==> config.mk <==
export PLATFORM = sky130hd
export DESIGN_NAME = jet_front
export DESIGN_NICKNAME = d
export VERILOG_FILES = /design/src/rtl/jet_pkg.sv /design/src/rtl/jet_front.sv
export SDC_FILE = /design/constraint.sdc
export NUM_CORES = 2
export LEC_CHECK = 0
export BUFFER_PORTS_ARGS = -buffer_cell sky130_fd_sc_hd__buf_2
export CAP_MARGIN = 30
export CORE_UTILIZATION = 45
export CTS_BUF_LIST = sky130_fd_sc_hd__clkbuf_16
export DETAILED_ROUTE_END_ITERATION = 8
export SLEW_MARGIN = 40
export SYNTH_ARGS = -nofsm -noshare
export SYNTH_HDL_FRONTEND = slang
export SYNTH_SLANG_ARGS = --single-unit
==> constraint.sdc <==
create_clock -name clk -period 0.8 [get_ports clk]
set_input_delay 0.04 -clock clk [delete_from_list [all_inputs] [get_ports clk]]
set_output_delay 0.04 -clock clk [all_outputs]
set_load 0.05 [all_outputs]
==> src/rtl/jet_pkg.sv <==
// ----------------------------------------------------------------------------
// jet_pkg: shared types and constants
// Fixed-point widths, register indexes and the record passed from cell to cell.
// ----------------------------------------------------------------------------
package jet_pkg;

	localparam int IterLimit = 64;
	localparam int CellCount = IterLimit + 1;
	localparam int FracBits = 28;

	localparam logic [2:0] REG_C_RE      = 3'd0;
	localparam logic [2:0] REG_C_IM      = 3'd1;
	localparam logic [2:0] REG_ORIGIN_RE = 3'd2;
	localparam logic [2:0] REG_ORIGIN_IM = 3'd3;
	localparam logic [2:0] REG_STEP      = 3'd4;
	localparam logic [2:0] REG_MAX_ITER  = 3'd5;

	localparam logic [64:0] ESC_BOUND = 65'd1 << (2 * FracBits + 2);

	typedef struct packed {
		logic               done;
		logic [6:0]         iters;
		logic signed [31:0] re;
		logic signed [31:0] im;
		logic [9:0]         col;
		logic [9:0]         row;
	} jet_item_t;

	function automatic logic fits_q38(input logic signed [37:0] v);
		return v[37:31] == {7{v[31]}};
	endfunction

	function automatic logic fits_q43(input logic signed [42:0] v);
		return v[42:31] == {12{v[31]}};
	endfunction

endpackage

==> src/rtl/jet_front.sv <==
// ----------------------------------------------------------------------------
// jet_front: start point
// Maps a pixel to z0 and flags a start point outside the Q4.28 range.
// ----------------------------------------------------------------------------
module jet_front import jet_pkg::*; (
	input  logic               clk,
	input  logic               arst_n,
	input  logic               en,
	input  logic               in_valid,
	input  logic [9:0]         col,
	input  logic [9:0]         row,
	input  logic signed [31:0] origin_re,
	input  logic signed [31:0] origin_im,
	input  logic [30:0]        step,
	input  logic [6:0]         n,
	output logic               out_valid_s1,
	output jet_item_t          out_s1
);

	logic [40:0]        col_off;
	logic [40:0]        row_off;
	logic signed [42:0] re0;
	logic signed [42:0] im0;
	logic               out_of_range;

	assign col_off = 41'(col) * 41'(step);
	assign row_off = 41'(row) * 41'(step);
	assign re0 = 43'(origin_re) + $signed({2'b00, col_off});
	assign im0 = 43'(origin_im) + $signed({2'b00, row_off});
	assign out_of_range = !fits_q43(re0) || !fits_q43(im0);

	always_ff @(posedge clk or negedge arst_n) begin
		if (!arst_n) begin
			out_valid_s1 <= 1'b0;
		end else if (en) begin
			out_valid_s1 <= in_valid;
		end
	end

	always_ff @(posedge clk) begin
		if (en) begin
			out_s1.done  <= out_of_range && (n != 7'd0);
			out_s1.iters <= (out_of_range && (n != 7'd0)) ? 7'd1 : 7'd0;
			out_s1.re    <= re0[31:0];
			out_s1.im    <= im0[31:0];
			out_s1.col   <= col;
			out_s1.row   <= row;
		end
	end

endmodule

Word level (Yosys, flattened, before mapping)
Index checks and enable logic that the tools add are counted.
Cells by class
  $lt $le $gt $ge: 0
  multiplexer cells: 1
  equal/unequal tests: 2
  shifts and indexed selects: 0
  reductions and logical operators: 5
  multiply operators: 2
  div/mod/pow operators: 0
  bitwise operators: 0
  add/subtract/negate cells: 2
Operator list (number)
  adder 32 x 42 -> 43 bit: 2
  multiplier 10 x 31 -> 41 bit: 2
  == test 11 bit: 2
  nonzero test 7 bit: 1
  logical NOT 1 bit: 2
  logical AND 1 bit: 1
  logical OR 1 bit: 1
  2-to-1 mux 1 bit: 1
Word-level totals
  bits in writable memories: 0
  bits in latches: 0
  word-level logic and storage cells: 19
  memory bits (read-only): 0
  register bits: 93
  memories kept: 0
  output and inout bits: 93
  input bits: 126

Logic depth before layout (Yosys ltp)
  depth after elaboration: 7
  gate-level depth with buffers: 38

Worst setup path after synthesis
No wires, ideal clock.
  path kind: input-to-reg
  from: input col[1]
  to: register out_s1[91] (netlist bit) (data pin)
  arrival: 7902 ps
  library setup time: 267 ps
  path slack: -7369 ps
  stages on the path: 36
  cell sequence: clkbuf_1 -> nand2_1 -> fa_1 -> inv_1 -> fa_1 -> inv_1 -> fa_1 -> inv_1 -> fa_1 -> inv_1 -> fa_1 -> inv_1 -> ha_1 -> o21ai_1 -> nand2b_1 -> a21oi_1 -> a31oi_1 -> a221o_2 -> and2_1 -> o21a_1 -> o21a_1 -> o21a_1 -> o21a_1 -> o311ai_0 -> ha_1 -> a21oi_1 -> o21bai_1 -> a211o_1 -> o21ba_2 -> o311ai_2 -> a21bo_2 -> a221oi_1 -> and3_1 -> nand3_1 -> a311oi_1 -> a31oi_1
On the way
  word-level cells in the longest chain between the ends: 6
Ends and longest elaborated chain
  from (decl): line jet_front.sv:10  | input logic [9:0] col,
  multiplier 10 x 31 -> 41 bit: line jet_front.sv:26  | assign col_off = 41'(col) * 41'(step);
  adder 32 x 42 -> 43 bit: line jet_front.sv:28  | assign re0 = 43'(origin_re) + $signed({2'b00, col_off});
  == test 11 bit: line jet_pkg.sv:34  | return v[42:31] == {12{v[31]}};
  logical NOT 1 bit: line jet_front.sv:30  | assign out_of_range = !fits_q43(re0) || !fits_q43(im0);
  logical OR 1 bit: line jet_front.sv:30
  logical AND 1 bit: line jet_front.sv:42  | out_s1.done <= out_of_range && (n != 7'd0);
  to (decl): line jet_front.sv:17  | output jet_item_t out_s1
No other way between the ends.
A chain may end at the register's enable or synchronous reset.

Final worst setup path
  from: input step[5]
  to: register out_s1[91] (netlist bit) (data pin)
On the way
  word-level cells in the longest chain between the ends: 6
  elaborated cells on any way between the ends: 10
  those cells by class: 2 x add/sub; 2 x mul; 2 x eq/ne; 4 x reduce/logical
Ends and longest elaborated chain
  from (decl): line jet_front.sv:14  | input logic [30:0] step,
  multiplier 10 x 31 -> 41 bit, on equally long branches: line jet_front.sv:26, jet_front.sv:27
  adder 32 x 42 -> 43 bit, on equally long branches: line jet_front.sv:28, jet_front.sv:29
  == test 11 bit: line jet_pkg.sv:34
  logical NOT 1 bit: line jet_front.sv:30
  logical OR 1 bit (*): line jet_front.sv:30
  logical AND 1 bit (*): line jet_front.sv:42
Mark *: on every way between the ends. The rest lies on a longest branch, timed or not.

==> metrics.csv <==
stage,metric,value,unit
logic_synthesis,synth warn,0,
timing,RSZ-0062 raised after global routing,yes,
setup_path,Worst setup EP type,flip-flop,
timing,Period minus WS final,7.93,ns
cells_and_area,finished layout cell area,36700,sq um
timing,WHS,-0.0339,ns
cells_and_area,Layout Nets,4607,
grt,busiest layer in global routing,met2,
logic_synthesis,register area share after synthesis,0.0977,
logic_synthesis,Mapped Cells,2956,
timing,final worst-path cycle share,9.91,
clocking,Num CTS Buffers,9,
logic_synthesis,largest area contributor in the netlist,fa_1,
grt,GR Util met1,0.303,
die,Initial Util,0.456,
grt,antenna violations before repair,3,
timing,Worst-Margin Slew,0.549,ns
setup_path,worst endpoint data arrival time,8.06,ns
timing,Fin Clk Skew,0,ns
setup_path,crit-path max cell delay,0.54,ns
detailed_routing,Via-to-Cell Ratio,5.06,
timing,final hold violation count,2,
logic_synthesis,synth unique cells,77,
logic_synthesis,asr flop ratio synth,0.0116,
setup_path,Worst EP required,0.93,ns
timing,Setup Viol. Count Final,150,
min_path,worst min-delay path class,input pin to flip-flop,
logic_synthesis,mapped cell area,26400,sq um
detailed_routing,WL per Instance,15.6,microns
logic_synthesis,Synth Area per Inst,8.92,sq um
clocking,Longest Clk Path Bufs,2,
clocking,TritonCTS Sinks,86,
detailed_routing,DRT Wirelength,70600,microns
logic_synthesis,"EDFF count, synth",85,
grt,vias in the first global route,24800,
detailed_routing,via count,23000,
timing,Worst slew margin,0.627,
setup_path,"Slowest-stage cell, CP",fa_1,
timing,fin. max-slew vios,0,
detailed_routing,Iter 0 DRT Violations,854,
die,Chip Width,244,microns
grt,pin count of the biggest net entering global routing,39,
clocking,H-Tree Depth,3,
grt,GRT Total Usage,0.243,
place,Final Wtd Congestion,0.871,
logic_synthesis,Synth top area share,0.351,
logic_synthesis,#FFs+latches synth,86,
die,Chip Height,244,microns
place,DP Area,33600,sq um
setup_path,Top delay family on crit path,compound AO/OA/AOI/OAI gates,
clocking,Root Driver,clkbuf_16,
die,IO Pins,219,
timing,Setup WS post-layout,-7.13,ns
place,IO buf count,212,
die,Rows,88,
detailed_routing,DRT Pass-1 Iters,5,
logic_synthesis,"top cells by area, synth","fa_1 (35%), ha_1 (12%), edfxtp_1 (9.7%)",
place,hpwl dp,59100,microns
clocking,TritonCTS clock tree,yes,
grt,GR Layer Usage met2,0.442,
cells_and_area,fill cell count,4880,
logic_synthesis,Most used DFF post-synth,edfxtp_1,
die,core area,57800,sq um
clocking,worst-skew pair later-pin latency,0.40,ns
run_status,status,"complete, but fails checks",
detailed_routing,ANT nets after route,0,
run_status,failing checks,"hold timing, setup timing",
setup_path,WP buf/inv,5,
cells_and_area,share of cells above drive strength 1,0.345,
detailed_routing,residual DRC count,0,
setup_path,Crit Path Class,input pin to flip-flop,
clocking,clk slew on worst S/H paths,0.08,ns
timing,FMAX,126,MHz
setup_path,crit start category,input pin,
grt,first-pass GRT wire length,118000,microns
grt,met3 usage,0.0314,
cells_and_area,synth-to-layout area growth,39.1,%
setup_path,Most common cell on crit path,fa_1,
die,DIE AREA,59600,sq um
flow_run,maxcap violations,0,
grt,total grt overflow,0,
setup_path,Worst Path Max Fanout,6,
clocking,# hold bufs at CTS,7,
[synth_stat cells, drive strengths merged (4+ instances only)]
cell     count
clkbuf     132
a21oi      140
ha         250
a31o         6
mux2i        4
and3        23
o31ai        7
a221o        4
nor2        93
a211o        7
edfxtp      85
or2          4
o21ai       83
o211ai      13
xor2        42
buf          8
nand2b      20
a41oi        4
and2       383
nand4       14
a31oi       17
nand2      321
o21a        24
and4         4
nor2b       18
fa         462
o21bai      19
inv        481
nand3       33
a211oi      12
xnor2      100
nor3        18
a311oi       5
a2111oi      4
a21o        63
nor4         5
or3          7
[metrics by stage]
step	TNS, ns	setup WS (ns)	hold WS, ns	std cells	util
final	-295.88	-7.13	-0.0339	4540	0.634
after global routing	-311.34	-7.43	-0.0558	4539	0.634
after CTS	-293.83	-7.10	-0.0565	4513	0.616
after detailed placement	-313.18	-7.99	-0.184	4448	0.582
after global placement	-309.23	-8.20	-0.186	4448	0.582
after floorplan	-264.72	-6.83	-0.256	2961	-
[path summary, 6_finish.rpt]
path                                           from                  endpoint  slack [ns]  cells past startpoint
setup reg to reg           out_valid_s1$_DFFE_PN0P_  out_valid_s1$_DFFE_PN0P_        0.01                      1
setup / recovery                            step[5]      out_s1[91]$_DFFE_PP_       -7.13                     33
max in group asynchronous                    arst_n  out_valid_s1$_DFFE_PN0P_        0.24                      3
hold reg to reg            out_valid_s1$_DFFE_PN0P_  out_valid_s1$_DFFE_PN0P_        0.55                      1
hold / removal                         origin_re[0]      out_s1[52]$_DFFE_PP_       -0.03                      2
min in group asynchronous                    arst_n  out_valid_s1$_DFFE_PN0P_        0.45                      3
[what timing repair did]
| action | in CTS | in global routing |
|---|---|---|
| buffers inserted | 45 | 33 |
| endpoints found under the hold margin | 8 | 2 |
| setup endpoints to repair | 150 | 151 |
| pin swaps | 125 | 102 |
| gates resized for setup | 316 | 201 |
| gates cloned | 0 | 1 |
[registers in the layout (all words and copies together) (netlist names)]
signal	cells
out_s1	85
out_valid_s1	1
[routing by layer]
layer  routed length, microns  share of wire
met5                       35        0.00050
met4                     1370          0.019
met3                     2310          0.033
met2                    36900           0.52
met1                    30000           0.43
[cell type report]
class	instances	area (sq um)	area share
Tap cell	765	957	0.0261
Multi-Input combinational cell	2254	23600	0.643
Clock buffer	9	225	0.00614
Sequential cell	86	2580	0.0703
Antenna cell	1	2.50	0.0000682
Inverter	481	1810	0.0492
Clock inverter	7	98.8	0.00270
Timing Repair Buffer	937	7440	0.203
[cells in the final DEF, fill, tap and decap left out, types with 16 or more instances in the layout]
cell type and instances:
a21oi_1 88, o21a_1 22, xnor2_1 77, a21o_1 60, o21ai_1 24, fa_1 453
a21oi_2 45, o21ai_2 21, o21ai_0 33, buf_12 19, o21bai_1 18, nor2_1 67
inv_1 455, nand2b_1 20, and2_4 18, xor2_1 39, nand3_1 30, ha_4 57
buf_4 630, buf_6 121, nor2_4 16, nand2_2 17, ha_1 192, buf_2 149
nand2_1 296, inv_2 27, xnor2_2 20, and2_1 365, edfxtp_1 85
[kinds of logic after synthesis]
group,share of synthesized area
and+or+nand+nor,0.185
adders and majority gates,0.469
buffers and inverters,0.0894
AOI/OAI and AO/OA,0.109
xor gates and xnor gates,0.0472
DFF,0.0977
muxes,0.00195
other,0.000142
Power is not shown: default switching activity piles up to over one toggle a cycle in this logic, so the estimate is an artifact.
